## config.mk

```make
export PLATFORM = sky130hd
export DESIGN_NAME = ilb_cell
export DESIGN_NICKNAME = d
export VERILOG_FILES = /design/src/hw/rtl/ilb_pkg.sv /design/src/hw/rtl/ilb_cell.sv
export SDC_FILE = /design/constraint.sdc
export NUM_CORES = 1
export LEC_CHECK = 0
export BUFFER_PORTS_ARGS = -buffer_cell sky130_fd_sc_hd__buf_2
export CORE_MARGIN = 2
export CORE_UTILIZATION = 30
export CTS_CLUSTER_SIZE = 14
export DETAILED_ROUTE_END_ITERATION = 10
export PLACE_DENSITY = 0.74
export SYNTH_ARGS = -nofsm -noshare
export SYNTH_HDL_FRONTEND = slang
export SYNTH_SLANG_ARGS = --single-unit
```

## constraint.sdc

```tcl
create_clock -name clk -period 3.45 [get_ports clk]
set_clock_uncertainty 0.2 [all_clocks]
set_input_delay 0.345 -clock clk [delete_from_list [all_inputs] [get_ports clk]]
set_output_delay 0.345 -clock clk [all_outputs]
set_load 0.02 [all_outputs]
```

## src/hw/rtl/ilb_pkg.sv

```systemverilog
// ilb_pkg: shared types and constants for the indexed list buffer
// no dependencies; used by ilb_cell, ilb_scan and indexed_list_buffer
package ilb_pkg;

  localparam int ACTION_W   = 4;
  localparam int POS_W      = 6;
  localparam int VALUE_W    = 32;
  localparam int FOUND_W    = 6;
  localparam int STATUS_W   = 3;
  localparam int COUNT_W    = 7;
  // cells examined per scan cycle
  localparam int GROUP_SIZE = 32;

  typedef enum logic [ACTION_W-1:0] {
    ACT_APPEND     = 4'd0,
    ACT_PUSH_FRONT = 4'd1,
    ACT_POP_BACK   = 4'd2,
    ACT_POP_FRONT  = 4'd3,
    ACT_INSERT     = 4'd4,
    ACT_REMOVE     = 4'd5,
    ACT_SET        = 4'd6,
    ACT_READ       = 4'd7,
    ACT_FIND       = 4'd8,
    ACT_CLEAR      = 4'd9,
    ACT_PEEK_FRONT = 4'd10,
    ACT_PEEK_BACK  = 4'd11
  } action_t;

  typedef enum logic [STATUS_W-1:0] {
    ST_OK       = 3'd0,
    ST_EMPTY    = 3'd1,
    ST_RANGE    = 3'd2,
    ST_FULL     = 3'd3,
    ST_NOTFOUND = 3'd4
  } status_t;

  // update broadcast to every cell
  typedef struct packed {
    logic shift_up;
    logic shift_down;
    logic write;
  } ilb_cmd_t;

  // scanner status seen by the controller
  typedef struct packed {
    logic done;
    logic found;
  } ilb_scan_t;

endpackage

```

## src/hw/rtl/ilb_cell.sv

```systemverilog
// ilb_cell: one list entry; takes the new word, its left or right neighbor, or holds
// depends on ilb_pkg for the update command type
module ilb_cell #(
  parameter int INDEX      = 0,
  parameter int DATA_WIDTH = 32,
  parameter int IW         = 6
) (
  input  logic                   clk,
  input  ilb_pkg::ilb_cmd_t      cmd,
  input  logic [IW-1:0]          pos,
  input  logic [DATA_WIDTH-1:0]  item,
  input  logic [DATA_WIDTH-1:0]  left_data,
  input  logic [DATA_WIDTH-1:0]  right_data,
  output logic [DATA_WIDTH-1:0]  data,
  output logic                   match
);
  import ilb_pkg::*;

  localparam logic [IW-1:0] MY_IDX = IW'(INDEX);

  always_ff @(posedge clk) begin
    if (cmd.write && pos == MY_IDX) begin
      data <= item;
    end else if (cmd.shift_up && MY_IDX > pos) begin
      data <= left_data;
    end else if (cmd.shift_down && MY_IDX >= pos) begin
      data <= right_data;
    end
  end

  assign match = (data == item);

endmodule

```

==> results of run 1 <==
power groups by stage:
| stage | clock network, mW | registers, mW | logic [mW] |
|---|---|---|---|
| after floorplan | 0 | 0.447 | 0.0495 |
| after global placement | 0 | 0.443 | 0.110 |
| after detailed placement | 0 | 0.443 | 0.114 |
| after CTS | 0.362 | 0.434 | 0.114 |
| after global routing | 0.377 | 0.434 | 0.123 |
| final | 0.348 | 0.434 | 0.112 |
metrics by stage:
step,instances,utilization [%],hold slack [ps]
6_report,301,43.1,165
5_1_grt,301,43.1,148
4_1_cts,301,43.1,152
3_5_place_dp,293,41.3,449
3_3_place_gp,293,41.3,446
2_1_floorplan,115,-,362
critical path, delay by kind of cell (launching register included):
family	cells	cell delay (ps)
AND/OR/NAND/NOR	3	660
flip-flops	1	410
buffers and inverters	1	170
XOR/XNOR	1	160
logic make-up (layout without fill, tap and decap cells):
group | Yosys count | in the layout | share of synthesized area [%]
xor gates and xnor gates | 32 | 32 | 15.0
muxes | 32 | 32 | 25.4
and+or+nand+nor | 15 | 15 | 5.70
AOI/OAI and AO/OA | 1 | 1 | 0.604
buffers and inverters | 3 | 114 | 1.81
DFF | 32 | 32 | 51.5
placed cells by master, fill, tap and decap left out, drive strengths merged:
| cell type | netlist | routed |
|---|---|---|
| nor4 | 8 | 8 |
| nand4 | 3 | 3 |
| bufinv | 0 | 1 |
| edfxtp | 32 | 32 |
| nor2 | 4 | 4 |
| o2111a | 1 | 1 |
| xor2 | 32 | 32 |
| clkinv | 0 | 2 |
| mux2 | 32 | 32 |
| clkbuf | 0 | 5 |
| buf | 3 | 106 |
routing by layer:
layer | vias to the layer above | part of all wire [%]
met5 | - | 0
met4 | 0 | 0.94
met3 | 4 | 7.7
met2 | 64 | 51
met1 | 643 | 41
li1 | 652 | -
path summary, 6_finish.rpt:
path	start	to	slack (ps)	cells after the start
worst min-delay path	right_data[15]	data[15]$_DFFE_PP_	170	2
worst max-delay path	data[19]$_DFFE_PP_	match	1240	5
area by class of cell:
| class | instances | area (um^2) |
|---|---|---|
| clock buffers | 5 | 68.8 |
| flip-flops and latches | 32 | 961 |
| multi-input cells | 80 | 871 |
| fillers | 582 | 3390 |
| well taps | 75 | 93.8 |
| clock inverters | 3 | 37.5 |
| repair buffers | 106 | 533 |
==> summary.md, run 1 <==
| Metric | Value |
|---|---|
| Mapped Avg Cell Area | `16.2 um^2` |
| Worst VDD drop | `0.150 mV` |
| Critical Path Fanout Max | `2` |
| Final Instance Area | `2560 um^2` |
| Crit start category | `flop` |
| HPWL Detailed | `3330 um` |
| Seq pwr share | `48.6%` |
| Hold crit path type | `input pin to flop` |
| Final setup vio count | `0` |
| Max Slew Vio Count | `0` |
| Layout cells sized above 1 | `65.5%` |
| Vias per cell | `4.53` |
| CP max stage cell | `edfxtp_1` |
| Final min period | `2210 ps` |
| I/O Pins | `139` |
| Wirelength, routed | `4270 um` |
| Gr usage total | `12.8%` |
| Max clock buf depth | `2` |
| I/O Buffers | `105` |
| Cells after Synth | `115` |
| Post-synthesis net count | `221` |
| Leak | `1.22 nW` |
| Die Area | `6860 um^2` |
| Clock Pin Slew Worst Setup and Hold Paths | `70 ps` |
| Slew margin rel. | `42.6%` |
| Largest registers | `data x32` |
| List of most frequent post-synthesis cells | `edfxtp_1, xor2_1, mux2_4` |
| Main synth FF type | `edfxtp_1` |
| Grt met3 use | `4.37%` |
| Dominant cell type by area after synthesis | `edfxtp_1` |
| Pre-antenna DRT Iters | `4` |
| Setup WS post-layout | `1240 ps` |
| Met1 usage | `15.1%` |
| Switching pwr | `0.184 mW` |
| Placed Area | `2460 um^2` |
| Max cap viols | `0` |
| RSZ-0062 raised after global routing | `no` |
| Vias in the first global route | `1453` |
| Outcome | `complete, no violations` |
| Synth async-reset ratio | `0%` |
| Period Utilization, post-route | `64.1%` |
| Biggest register | `data` |
| Combinational power share | `12.5%` |
| Setup Fix Bufs, Post-CTS | `0` |
| # resized after CTS | `0` |
| Post-synthesis sequential area ratio | `51.5%` |
| DR WL/cell | `14.2 um` |
| Grt total ovfl | `0` |
| Number of flops mapped to enable cells by yosys | `32` |
| Most used routing layer | `met2` |
| Clk network pwr share | `38.9%` |
| Chip Height | `82.9 um` |
| Clock sinks | `32` |
| Num CTS Buffers | `5` |
| Worst-Margin Slew | `860 ps` |
| Worst slack, placed | `1090 ps` |
| Worst EP arrival | `1670 ps` |
| Global-route wire length before repair | `6960 um` |
| Top area cells in the synthesized netlist | `edfxtp_1, mux2_4, xor2_1` |
| Largest net degree at the start of global routing | `33` |
| Max reg flops | `32` |
| Nets | `331` |
| TNS Setup | `0 ps` |
| Final hold violations | `0` |
| Unique masters post-synth | `11` |
| Initial core utilization | `31.3%` |
| WS Path Type | `flop to output pin` |
| Crit end category | `output pin` |
| Met2 Resource Use GR | `22.0%` |
| CTS root buf | `clkbuf_8` |
| Area of the mapped netlist | `1870 um^2` |
| Sw Ratio | `20.5%` |
| Hold buffer count at cts | `0` |
| Antenna-violating nets left | `0` |
| Placer Congestion | `0.743` |
| CP Data Required Time | `2900 ps` |
| Vias after detailed routing | `1363` |
| # DRC | `0` |
| Core area | `5960 um^2` |
| Slowest stage delay, CP | `410 ps` |
| DRT iter0 DRCs | `28` |
| Pwr Total | `0.894 mW` |
| Layout overhead on the synthesized area | `37.5%` |
| Int Power | `0.711 mW` |
| F_max | `452 MHz` |
| Die width | `82.9 um` |
| # rows | `28` |
| Antenna cell count | `0` |
| TritonCTS clock tree | `built` |
| Yosys Warn Count | `0` |
| H-tree Lvls | `2` |
| PD cells | `349 nW/um^2` |
| Antenna violations before repair | `0` |
| Cells along the critical path | `xor2_1 > nor4_1 > nand4_1 > nor2_1 > buf_2` |
| Yosys top cell area share | `51.5%` |
| #FFs+latches synth | `32` |
No activity file was read; power rests on OpenSTA's default activity.
==> run 2, diff against run 1 <==
--- a/config.mk
+++ b/config.mk
@@ -10,7 +10,7 @@
 export CORE_UTILIZATION = 30
 export CTS_CLUSTER_SIZE = 14
 export DETAILED_ROUTE_END_ITERATION = 10
-export PLACE_DENSITY = 0.74
+export PLACE_DENSITY = 0.76
 export SYNTH_ARGS = -nofsm -noshare
 export SYNTH_HDL_FRONTEND = slang
 export SYNTH_SLANG_ARGS = --single-unit
==> constraint.sdc (replaced) <==
create_clock -name clk -period 1.8 [get_ports clk]
set_clock_uncertainty 0.2 [all_clocks]
set_input_delay 0.18 -clock clk [delete_from_list [all_inputs] [get_ports clk]]
set_output_delay 0.18 -clock clk [all_outputs]
set_load 0.02 [all_outputs]
==> summary.md, run 2 (synthesized netlist as in run 1, its figures left out) <==
| Metric | Value |
|---|---|
| CTS root buf | `clkbuf_8` |
| Hold depth | `2` |
| Setup WS post-layout | `-316 ps` |
| Hold crit path type | `input pin to flop` |
| Chip Height | `82.9 um` |
| Core area | `5960 um^2` |
| Crit start category | `flop` |
| Wirelength, routed | `4690 um` |
| Largest net degree at the start of global routing | `33` |
| Num CTS Buffers | `5` |
| Biggest register | `data` |
| Final Instance Area | `2920 um^2` |
| Sw Ratio | `21.5%` |
| Antenna violations before repair | `0` |
| Gr usage total | `13.5%` |
| Placed Area | `2530 um^2` |
| Crit end category | `output pin` |
| Final setup vio count | `1` |
| Worst EP arrival | `1740 ps` |
| DRT iter0 DRCs | `18` |
| Leak | `1.36 nW` |
| Commonest non-fill, non-tap cell in the layout | `buf_2` |
| Slew margin rel. | `72.7%` |
| Placer Congestion | `0.764` |
| Slowest stage delay, CP | `410 ps` |
| Final hold violations | `0` |
| Routed met1 length | `1920 um` |
| Layout fillers | `554` |
| Max reg flops | `32` |
| Grt total ovfl | `0` |
| Initial core utilization | `31.3%` |
| Most frequent cells in the layout | `buf_2, xor2_1, edfxtp_1, mux2_4, dlygate4sd3_1` |
| TNS Setup | `-316 ps` |
| H-tree Lvls | `2` |
| Period Utilization, post-route | `118%` |
| Finished Layout Cells | `334` |
| Die Area | `6860 um^2` |
| Max Slew Vio Count | `0` |
| Worst-Margin Slew | `406 ps` |
| PD cells | `556 nW/um^2` |
| F_max | `473 MHz` |
| Switching pwr | `0.349 mW` |
| Cells along the critical path | `xor2_1 > nor4_1 > nand4_1 > nor2_1 > buf_4` |
| TritonCTS clock tree | `built` |
| DR WL/cell | `14.0 um` |
| Wire length on met2 | `2470 um` |
| Combinational power share | `16.8%` |
| Outcome | `complete, but fails checks` |
| Global-route wire length before repair | `7370 um` |
| Largest registers | `data x32` |
| Nets | `364` |
| Clock sinks | `32` |
| Failing checks | `setup timing` |
| Pre-antenna DRT Iters | `4` |
| Antenna-violating nets left | `0` |
| Seq pwr share | `51.4%` |
| HPWL Detailed | `3340 um` |
| Vias in the first global route | `1605` |
| # rows | `28` |
| Critical Path Fanout Max | `2` |
| Vias after detailed routing | `1481` |
| Clk network pwr share | `31.8%` |
| Layout overhead on the synthesized area | `56.3%` |
| Antenna cell count | `0` |
| Worst VDD drop | `0.292 mV` |
| Setup Fix Bufs, Post-CTS | `0` |
| CP Data Required Time | `1420 ps` |
| Placed insts | `298` |
| RSZ-0062 raised after global routing | `yes` |
| Uppermost layer routed | `met4` |
| Max clock buf depth | `2` |
| # DRC | `0` |
| Int Power | `1.27 mW` |
| Max cap viols | `0` |
| CP max stage cell | `nor4_1` |
| Layout cells sized above 1 | `60.2%` |
| Die width | `82.9 um` |
| Clock Pin Slew Worst Setup and Hold Paths | `60 ps` |
| Pwr Total | `1.62 mW` |
| Met3 WL | `260 um` |
| Vias per cell | `4.43` |
| Hold Path Origin | `right_data[24]` |
| Final min period | `2120 ps` |
| Worst slack, placed | `-105 ps` |
| WS Path Type | `flop to output pin` |
| I/O Buffers | `105` |
| I/O Pins | `139` |
| Hold endpoint | `data[24]$_DFFE_PP_` |
-- run 2: changes by cell type in the layout (fill, tap and decap cells not counted) --
cell	change
bufinv_16	-1
buf_2	-1
o2111a_1	-1
clkbuf_1	+2
nor4_2	+3
dlygate4sd3_1	+28
buf_12	+3
nor4_1	-3
o2111a_2	+1
clkinv_1	-1
buf_4	+3
-- run 2: power by group through the flow --
stage,logic [mW],registers [mW],clock network [mW]
finish,0.272,0.832,0.516
global route,0.296,0.832,0.582
CTS,0.271,0.832,0.549
detailed placement,0.221,0.848,0
global placement,0.214,0.848,0
floorplan,0.0950,0.856,0
-- run 2: through the flow --
| step | util [%] | hold WS, ps |
|---|---|---|
| 2_1_floorplan | - | 197 |
| 3_3_place_gp | 42.6 | 281 |
| 3_5_place_dp | 42.6 | 284 |
| 4_1_cts | 48.9 | 2.70 |
| 5_1_grt | 49.0 | 1.90 |
| 6_report | 49.0 | 12.6 |
-- run 2: how the worst max path moves through the flow --
stage                            start     to  slack (ps)
floorplan           data[31]$_DFFE_PP_  match          70
global placement    data[14]$_DFFE_PP_  match        -130
detailed placement  data[31]$_DFFE_PP_  match        -110
CTS                 data[13]$_DFFE_PP_  match        -340
global route        data[13]$_DFFE_PP_  match        -430
finish              data[23]$_DFFE_PP_  match        -320
-- run 2: cell type report --
type / count / area (um^2) / area share [%]
Clock buffer: 7 / 76.3 / 2.62
Clock inverter: 1 / 3.75 / 0.129
Sequential cell: 32 / 961 / 32.9
Timing Repair Buffer: 139 / 891 / 30.5
Multi-Input combinational cell: 80 / 891 / 30.5
Tap cell: 75 / 93.8 / 3.22
-- run 2: worst max-delay path: cells and delay by family (launching register included) --
family                    cells  cell delay [ps]
xor gates and xnor gates      1              160
buffers and inverters         1              150
DFF                           1              400
and+or+nand+nor               3              740
-- run 2: repair_timing --
item	4_1_cts	5_1_grt
endpoints found under the setup margin	1	1
gates resized for setup	3	1
hold endpoints to repair	28	0
pin swaps	2	0
hold buffers	28	0
-- run 2: layer usage --
metal | GRT usage, % | vias to the layer above
li1 | - | 719
met4 | 3.58 | 0
met2 | 24.4 | 58
met5 | 0 | -
met3 | 3.98 | 5
met1 | 15.5 | 699
